File: src/rtl/csgl_pkg.sv
// Types and constants for the cmap segment glyph lookup block
package csgl_pkg;

    localparam int SEG_MAX = 64;
    localparam int SEG_AW  = (SEG_MAX > 1) ? $clog2(SEG_MAX) : 1;
    localparam int CNT_W   = $clog2(SEG_MAX + 1);
    localparam int CFG_W   = 7;
    localparam int LIM_W   = (CNT_W > CFG_W) ? CNT_W : CFG_W;

    localparam logic OP_WRITE  = 1'b0;
    localparam logic OP_LOOKUP = 1'b1;

    localparam logic [1:0] ST_MAPPED   = 2'd0;
    localparam logic [1:0] ST_UNMAPPED = 2'd1;
    localparam logic [1:0] ST_UNSUPP   = 2'd2;

    typedef struct packed {
        logic        op;
        logic [5:0]  seg_index;
        logic [15:0] end_code;
        logic [15:0] start_code;
        logic [15:0] id_delta;
        logic [15:0] id_range_offset;
        logic [15:0] code;
    } in_word_t;

    typedef struct packed {
        logic [15:0] glyph_index;
        logic [1:0]  status;
        logic [5:0]  matched_segment;
    } out_word_t;

    typedef struct packed {
        logic [15:0] end_code;
        logic [15:0] start_code;
        logic [15:0] delta;
        logic        indirect;
    } seg_entry_t;

    typedef struct packed {
        logic        hit;
        logic [1:0]  status;
        logic [15:0] glyph;
    } eval_t;

endpackage

File: src/rtl/csgl_seg_ram.sv
// Segment table memory: one write port, one registered read port
module csgl_seg_ram (
    input  logic                         clk,
    input  logic                         wr_en,
    input  logic [csgl_pkg::SEG_AW-1:0]  wr_addr,
    input  csgl_pkg::seg_entry_t         wr_data,
    input  logic                         rd_en,
    input  logic [csgl_pkg::SEG_AW-1:0]  rd_addr,
    output csgl_pkg::seg_entry_t         rd_data
);

    csgl_pkg::seg_entry_t mem [csgl_pkg::SEG_MAX];

    always_ff @(posedge clk)
    begin
        if (wr_en)
        begin
            mem[wr_addr] <= wr_data;
        end
    end

    always_ff @(posedge clk)
    begin
        if (rd_en)
        begin
            rd_data <= mem[rd_addr];
        end
    end

endmodule

File: src/rtl/csgl_seg_eval.sv
// Compare and add unit: tests one segment entry against the code
module csgl_seg_eval (
    input  csgl_pkg::seg_entry_t entry,
    input  logic [15:0]          code,
    output csgl_pkg::eval_t      res
);

    always_comb
    begin
        res.hit    = (entry.end_code >= code);
        res.status = csgl_pkg::ST_MAPPED;
        res.glyph  = 16'd0;
        if (entry.start_code > code)
        begin
            res.status = csgl_pkg::ST_UNMAPPED;
        end
        else if (entry.indirect)
        begin
            res.status = csgl_pkg::ST_UNSUPP;
        end
        else
        begin
            res.glyph = entry.delta + code;   // wraps mod 65536
        end
    end

endmodule

File: src/rtl/cmap_segment_glyph_lookup.sv
// Top level: segment scan sequencer around the table RAM and compare unit
// Write word: ready stays high after a write, so writes can follow back to back.
// Lookup word: entries are read in order, each compared against the code while the next is
//   read, up to the deciding one (at most min(segment_count, 64) entries); ready returns
//   once the result goes to the output, later while an earlier result still waits on out_ready.
// Reset: sequencer idle, no result pending, segment_count 0; table contents undefined.
module cmap_segment_glyph_lookup (
    input  logic                  clk,
    input  logic                  rst_n,
    input  logic                  cfg_we,
    input  logic [6:0]            cfg_wdata,
    input  logic                  in_valid,
    output logic                  in_ready,
    input  csgl_pkg::in_word_t    in_word,
    output logic                  out_valid,
    input  logic                  out_ready,
    output csgl_pkg::out_word_t   out_word
);

    localparam logic [1:0] S_IDLE = 2'd0;
    localparam logic [1:0] S_SCAN = 2'd1;
    localparam logic [1:0] S_DONE = 2'd2;

    localparam int CNT_W  = csgl_pkg::CNT_W;
    localparam int SEG_AW = csgl_pkg::SEG_AW;
    localparam int LIM_W  = csgl_pkg::LIM_W;

    logic [1:0]              state_reg, state_next;
    logic [6:0]              cnt_reg, cnt_next;
    logic                    out_vld_reg, out_vld_next;
    logic                    cmp_vld_reg, cmp_vld_next;
    logic [15:0]             code_reg, code_next;
    logic [CNT_W-1:0]        limit_reg, limit_next;
    logic [CNT_W-1:0]        rd_idx_reg, rd_idx_next;
    logic [SEG_AW-1:0]       cmp_idx_reg, cmp_idx_next;
    csgl_pkg::out_word_t     res_reg, res_next;
    csgl_pkg::out_word_t     out_word_reg, out_word_next;

    logic                    in_acc;
    logic                    wr_en;
    logic                    issue;
    logic [LIM_W-1:0]        cnt_ext;
    logic [CNT_W-1:0]        limit_sat;
    csgl_pkg::seg_entry_t    wr_data;
    csgl_pkg::seg_entry_t    rd_data;
    csgl_pkg::eval_t         ev;

    assign in_ready  = (state_reg == S_IDLE);
    assign in_acc    = in_valid && in_ready;
    assign out_valid = out_vld_reg;
    assign out_word  = out_word_reg;

    // writes past capacity are dropped
    assign wr_en = in_acc && (in_word.op == csgl_pkg::OP_WRITE)
                   && (LIM_W'(in_word.seg_index) < LIM_W'(csgl_pkg::SEG_MAX));

    assign wr_data.end_code   = in_word.end_code;
    assign wr_data.start_code = in_word.start_code;
    assign wr_data.delta      = in_word.id_delta;
    assign wr_data.indirect   = (in_word.id_range_offset != 16'd0);

    assign cnt_ext   = LIM_W'(cnt_reg);
    assign limit_sat = (cnt_ext > LIM_W'(csgl_pkg::SEG_MAX)) ? CNT_W'(csgl_pkg::SEG_MAX)
                                                             : CNT_W'(cnt_ext);

    assign issue = (state_reg == S_SCAN) && (rd_idx_reg < limit_reg);

    csgl_seg_ram u_ram (
        .clk     (clk),
        .wr_en   (wr_en),
        .wr_addr (SEG_AW'(in_word.seg_index)),
        .wr_data (wr_data),
        .rd_en   (issue),
        .rd_addr (SEG_AW'(rd_idx_reg)),
        .rd_data (rd_data)
    );

    csgl_seg_eval u_eval (
        .entry (rd_data),
        .code  (code_reg),
        .res   (ev)
    );

    always_comb
    begin
        state_next    = state_reg;
        cnt_next      = cfg_we ? cfg_wdata : cnt_reg;
        out_vld_next  = out_vld_reg;
        cmp_vld_next  = cmp_vld_reg;
        code_next     = code_reg;
        limit_next    = limit_reg;
        rd_idx_next   = rd_idx_reg;
        cmp_idx_next  = cmp_idx_reg;
        res_next      = res_reg;
        out_word_next = out_word_reg;

        if (out_vld_reg && out_ready)
        begin
            out_vld_next = 1'b0;
        end

        case (state_reg)
            S_IDLE:
            begin
                if (in_acc && (in_word.op == csgl_pkg::OP_LOOKUP))
                begin
                    code_next    = in_word.code;
                    limit_next   = limit_sat;
                    rd_idx_next  = '0;
                    cmp_vld_next = 1'b0;
                    state_next   = S_SCAN;
                end
            end
            S_SCAN:
            begin
                // read of entry i overlaps compare of entry i-1
                cmp_vld_next = issue;
                cmp_idx_next = SEG_AW'(rd_idx_reg);
                if (issue)
                begin
                    rd_idx_next = rd_idx_reg + CNT_W'(1);
                end
                if (cmp_vld_reg && ev.hit)
                begin
                    res_next.glyph_index     = ev.glyph;
                    res_next.status          = ev.status;
                    res_next.matched_segment = 6'(cmp_idx_reg);
                    state_next               = S_DONE;
                end
                else if (!issue)
                begin
                    res_next.glyph_index     = 16'd0;
                    res_next.status          = csgl_pkg::ST_UNMAPPED;
                    res_next.matched_segment = 6'd0;
                    state_next               = S_DONE;
                end
            end
            S_DONE:
            begin
                if (!out_vld_reg || out_ready)
                begin
                    out_word_next = res_reg;
                    out_vld_next  = 1'b1;
                    state_next    = S_IDLE;
                end
            end
            default:
            begin
                state_next = S_IDLE;
            end
        endcase
    end

    always_ff @(posedge clk or negedge rst_n)
    begin
        if (!rst_n)
        begin
            state_reg   <= S_IDLE;
            cnt_reg     <= '0;
            out_vld_reg <= 1'b0;
            cmp_vld_reg <= 1'b0;
        end
        else
        begin
            state_reg   <= state_next;
            cnt_reg     <= cnt_next;
            out_vld_reg <= out_vld_next;
            cmp_vld_reg <= cmp_vld_next;
        end
    end

    always_ff @(posedge clk)
    begin
        code_reg     <= code_next;
        limit_reg    <= limit_next;
        rd_idx_reg   <= rd_idx_next;
        cmp_idx_reg  <= cmp_idx_next;
        res_reg      <= res_next;
        out_word_reg <= out_word_next;
    end

endmodule

File: config.mk
export PLATFORM = sky130hd
export DESIGN_NAME = cmap_segment_glyph_lookup
export DESIGN_NICKNAME = d
export VERILOG_FILES = /design/src/rtl/csgl_pkg.sv /design/src/rtl/csgl_seg_ram.sv /design/src/rtl/csgl_seg_eval.sv /design/src/rtl/cmap_segment_glyph_lookup.sv
export SDC_FILE = /design/constraint.sdc
export NUM_CORES = 2
export LEC_CHECK = 0
export BUFFER_PORTS_ARGS = -buffer_cell sky130_fd_sc_hd__buf_2
export CAP_MARGIN = 20
export CORE_ASPECT_RATIO = 0.6
export CORE_MARGIN = 8
export CORE_UTILIZATION = 60
export CTS_CLUSTER_DIAMETER = 80
export DETAILED_ROUTE_END_ITERATION = 10
export GPL_ROUTABILITY_DRIVEN = 0
export PLACE_DENSITY_LB_ADDON = 0.25
export RECOVER_POWER = 50
export SKIP_CTS_REPAIR_TIMING = 1
export SLEW_MARGIN = 20
export SYNTH_ARGS = -nofsm -noshare
export SYNTH_HDL_FRONTEND = slang
export SYNTH_HIERARCHICAL = 1
export SYNTH_SLANG_ARGS = --single-unit
File: constraint.sdc
create_clock -name clk -period 6.3 [get_ports clk]
set_input_delay 0.315 -clock clk [delete_from_list [all_inputs] [get_ports clk]]
set_output_delay 0.315 -clock clk [all_outputs]
set_load 0.05 [all_outputs]
-- Yosys cells after proc, flatten, opt, wreduce, memory -nomap -nowiden
Memories as Yosys holds them, arrays and structs flattened. A register that Yosys moved wholly into a read port is not among the register bits.
Cells that the tools add are included.
- flip-flop bits (word level): 95
- memories: 1
- RAM bits: 3136
- bitwise logic cells: 1
- order comparisons: 4
- add/subtract/negate cells: 2
- eq/ne operators: 7
- muxes and demuxes: 21
- reductions and logical operators: 17
- memory list (name ; words ; width ; read ports ; clocked after memory_dff ; wr ports ; RTL line ; source):
    u_ram.mem ; 64 ; 49 ; 1 ; 1 ; 1 ; csgl_seg_ram.sv:12 ; csgl_pkg::seg_entry_t mem [csgl_pkg::SEG_MAX];
- operator list (kind ; count):
    $mux 24 ; 2
    $mux 16 ; 2
    $add 16x16->16 ; 1
    $ge 16x16->1 ; 1
    $gt 16x16->1 ; 1
    $reduce_bool 16->1 ; 1
    $mux 7 ; 2
    $pmux 7 s2 ; 1
    $mux 2 ; 6
    $reduce_and 2->1 ; 4
    $add 7x1->7 const B ; 1
    $gt 7x7->1 const B ; 1
    $lt 7x7->1 ; 1
    $logic_and 1x1->1 ; 6
    $mux 1 ; 6
    $pmux 2 s3 ; 1
    $reduce_and 3->1 ; 2
    $ne 2x1->1 const B ; 2
    $ne 2x2->1 const B ; 2
    $ne 3x2->1 const B ; 1
    $eq 2x1->1 const B ; 1
    $eq 2x2->1 const B ; 1
    $logic_not 2->1 ; 1
    $pmux 1 s2 ; 1
    other kinds (4) ; 4

-- Logic depth before layout (Yosys ltp)
- depth in word-level cells: 5
- mapped depth: 10
- gate-level depth less buffers: 10

-- Cells and area by module
The synthesis kept the hierarchy.
- by module, submodules not included (module ; cells each ; area an instance (um^2) ; times used ; seq. area each (um^2)):
    csgl_seg_ram ; 5283 ; 120483.1 ; 1 ; 95641.7
    cmap_segment_glyph_lookup ; 204 ; 3524.6 ; 1 ; 2797.7
    csgl_seg_eval ; 216 ; 1651.6 ; 1 ; 0.0

-- Worst setup path before layout
No wires, ideal clock.
- path kind: register to register
- start point: register state_reg[0]
- end point: memory u_ram/mem[48][0] (netlist name), enable pin
- data required time: 5.784 ns
- library setup time: 0.516 ns
- stages on the path, launching flop included: 7
- slack: 0.572 ns
- data arrival time: 5.213 ns
- buffers on the path: 0
- cells stage by stage: dfrtp_1 nor2_1 nand2_1 nor2_1 nor2b_1 nand4b_1 nor3_1
- longest elaborated chain between the ends: 5
- ends and longest elaborated chain (item ; RTL line ; source):
    start: declaration ; cmap_segment_glyph_lookup.sv:28 ; logic [1:0] state_reg, state_next;
    start signal: assignment ; cmap_segment_glyph_lookup.sv:165 ; state_reg <= state_next;
    $logic_not 2->1 ; cmap_segment_glyph_lookup.sv:48 ; assign in_ready = (state_reg == S_IDLE);
    net in_ready ; cmap_segment_glyph_lookup.sv:13 ; output logic in_ready,
    $logic_and 1x1->1 ; cmap_segment_glyph_lookup.sv:49 ; assign in_acc = in_valid && in_ready;
    $logic_and 1x1->1 ; cmap_segment_glyph_lookup.sv:54 ; assign wr_en = in_acc && (in_word.op == csgl_pkg::OP_WRITE)
    net wr_en ; cmap_segment_glyph_lookup.sv:40 ; logic wr_en;
    $mux 1 ; csgl_seg_ram.sv:16 ; if (wr_en)
    $mux 1 (implied by the code) ; csgl_seg_ram.sv:18 ; mem[wr_addr] <= wr_data;
    end: declaration ; csgl_seg_ram.sv:12 ;
The timed path passes the listed nets, and every way through them passes these cells.

-- Final worst setup path
- start point: register rd_idx_reg[5]
- end point: register u_ram/rd_data[29] (netlist name)
- longest elaborated chain between the ends: 2
- ends and longest elaborated chain (item ; RTL line ; source):
    start: declaration ; cmap_segment_glyph_lookup.sv:34 ; logic [CNT_W-1:0] rd_idx_reg, rd_idx_next;
    start signal: assignment ; cmap_segment_glyph_lookup.sv:176 ; rd_idx_reg <= rd_idx_next;
    $lt 7x7->1 ; cmap_segment_glyph_lookup.sv:66 ; assign issue = (state_reg == S_SCAN) && (rd_idx_reg < limit_reg);
    $logic_and 1x1->1 ; cmap_segment_glyph_lookup.sv:66 ;
Parallel ways exist; a longest one is shown, timed or not.
A chain may end at the register's enable or synchronous reset.

==> metrics.txt <==
initial drt markers between 10000 and 15000; Synth Area per Inst about 22 um2; CP Capture Type register; vias in the first global route around 63000; crit path cell chain clkbuf_1 > nand2b_1 > buf_4 > o221ai_1 > o22ai_1 > and3_1; delay-heaviest family, CP buffers and inverters; max-cap viol count between 50 and 60; YS warnings 6; endpoints failing hold 0; Peak VDD IR roughly 0.00029 V; reg2reg end u_ram/rd_data[29]$_DFFE_PP_; type of the most critical hold path input port to register; Largest register FFs approximately 3100; synth top area cells edfxtp_1 78%, mux4_2 13%, mux2i_1 0.69%; Worst Hold Slack around 0.073 ns; die area ~220000 um2; met1 usage between 40% and 50%; Area Overhead vs Synth 11.31%; global-route wire length before repair 483300 um; layout cells sized above 1 between 20% and 30%; Mapped Cells around 5700; fraction of the mapped netlist area in simple logic gates ~2.8%; Hold Crit Depth 3; Worst R2R Start rd_idx_reg[5]$_SDFFCE_PN0P_; area share of the largest cell type after synthesis about four fifths; crit-path max FO 17; CTS Root Cell clkbuf_16; Detailed Routing Iterations Pass 1 6; Synth Area in Compound Gates about 2.8%; hold path start in_valid; Synth Register Bits ~3300; Async SR Flop Fraction less than 1%; number of vias in the routed layout roughly 65000; vias per cell 7.147; detailed placement HPWL about 200000 um; main combinational cell family by area after synthesis multiplexers; fin. max-slew vios 3300; gr ovfl total 0; grt met3 use approximately 11%; gr usage total 30.77%; Worst-Skew Late Latency 0.87 ns; Rows 130; synth unique cells 73; Area after DPL around 130000 um2; failing checks max-capacitance violations, max-slew violations; Period minus WS final ~5.1 ns; Static Leak about 43 nW; Die Ht between 300 and 400 um; Clk pin slew, worst setup/hold paths ~0.07 ns; RSZ-0062 raised after global routing no; design area around 140000 um2; nets 6206; Synth top cells by count 3269 x edfxtp_1, 743 x mux4_2, 195 x nand2_1; Routed Antenna Nets 0; fill cell count between 10000 and 15000; synthesized-area fraction occupied by adder cells less than 1%; share of cell area taken by muxes after synthesis ~14%; Num CTS Buffers 291; Ports about 130; Top reg by flops u_ram/mem; critical path type register to register; GRT busiest layer met1; Post-Syn Area 125700 um2; CTS tree yes; largest net degree at the start of global routing 91; Slew headroom -157.6%; CTS max path bufs 4; cell taking the most area after synthesis edfxtp_1; initial antenna violation count 36; TritonCTS Sinks about 3300; Tightest Pin Transition 3.864 ns; required time worst endpoint 7.02 ns; max incr delay on CP ~1.7 ns; Main synth FF type edfxtp_1; biggest regs u_ram/mem: 3136 flops, u_ram/rd_data: 49 flops; Final TNS setup 0 ns; CP startpoint kind register; status finished, violations left; PD cells slightly below 400 nW/um2; Layout Skew ~0.062 ns; Peak Freq between 150 and 200 MHz; Worst R2R Setup Slack 1.18 ns; Initial Util roughly 60%; fin crit share between 80% and 90%; htree depth 5; count leader, synth edfxtp_1; register area share after synthesis roughly four fifths; core area approximately 210000 um2; worst path bufs/invs 2; syn_nets just under 6000; Critical Path Slowest Stage Cell clkbuf_1; met2 Use GR between 40% and 50%; DR WL/cell between 30 and 40 um; die width around 600 um; FF-to-FF path depth 6; WHS Endpoint cmp_vld_reg$_DFFE_PN0P_; Critical path origin rd_idx_reg[5]$_SDFFCE_PN0P_; Routed WL approximately 350000 um; DRC viols 0; EDFF count, synth between 3000 and 4000; setup violators final 0; Synth Area in XOR/XNOR 0.08364%; Worst EP arrival ~5.8 ns; IO buf count between 100 and 150
==> tightest hold or removal path, cell delays in order <==
cell,delay (ns)
buf_2,0.12
nand3_1,0.24
a31o_1,0.19
==> final cells by class <==
class	instances	area, um2	share of cell area [%]
Antenna cell	11	27.53	0.01968
Sequential cell	3280	98440	70.38
Clock inverter	138	1011	0.7228
Tap cell	2772	3468	2.480
Timing Repair Buffer	373	3000	2.145
Multi-Input combinational cell	2077	26020	18.60
Inverter	29	111.4	0.07962
Clock buffer	370	7790	5.570
==> layout by cell type (no fill, tap or decap), types with 47 or more instances in the layout <==
cell	n
o22ai_1	86
o221ai_1	78
ha_1	54
a22oi_1	95
clkbuf_16	300
mux2i_1	86
buf_4	143
edfxtp_1	3269
mux4_2	743
buf_2	47
nand4_1	89
nor2_4	64
a21oi_1	72
nor2_1	60
clkbuf_1	167
and3_1	63
nand3_1	93
clkinv_1	65
nand2_1	191
==> metrics by stage <==
stage                     instances  worst slack, ns  utilization [%]  total power, mW
final                          9050            1.183            67.02            54.71
after detailed placement       8495            2.078            62.71            37.77
after CTS                      9003            2.053            66.92            54.54
after floorplan                5703           0.5715                -            33.15
after global placement         8491            1.727            62.66            37.60
after global routing           9042            1.131            67.01            56.09
==> worst max-delay path by stage <==
stage,end,slack [ns],cells past startpoint
final,u_ram/rd_data[29]$_DFFE_PP_,1.18,6
after global routing,u_ram/rd_data[39]$_DFFE_PP_,1.13,6
after CTS,u_ram/mem[6][11]$_DFFE_PP_,2.05,7
after detailed placement,u_ram/mem[6][36]$_DFFE_PP_,2.08,7
after global placement,u_ram/mem[6][2]$_DFFE_PP_,1.73,7
after floorplan,u_ram/mem[48][0]$_DFFE_PP_,0.57,6
==> per-layer routing <==
metal  up-vias  wire [um]
li1      24864          -
met5         -         67
met1     33729     128700
met4        10      13650
met3       718      56950
met2      5357     148100
==> kinds of logic after synthesis <==
kind of cell / after synthesis
DFF: 3280
muxes: 837
and+or+nand+nor: 698
AOI/OAI and AO/OA: 475
buffers and inverters: 346
adders and majority gates: 55
xor gates and xnor gates: 12
==> power by group <==
group / switching, mW / internal, mW / total [mW]
clock: 7.75 / 9.27 / 17.0
sequential: 0.443 / 24.6 / 25.0
combinational: 7.90 / 4.77 / 12.7
Note: power is estimated with default switching activity, not from simulation.
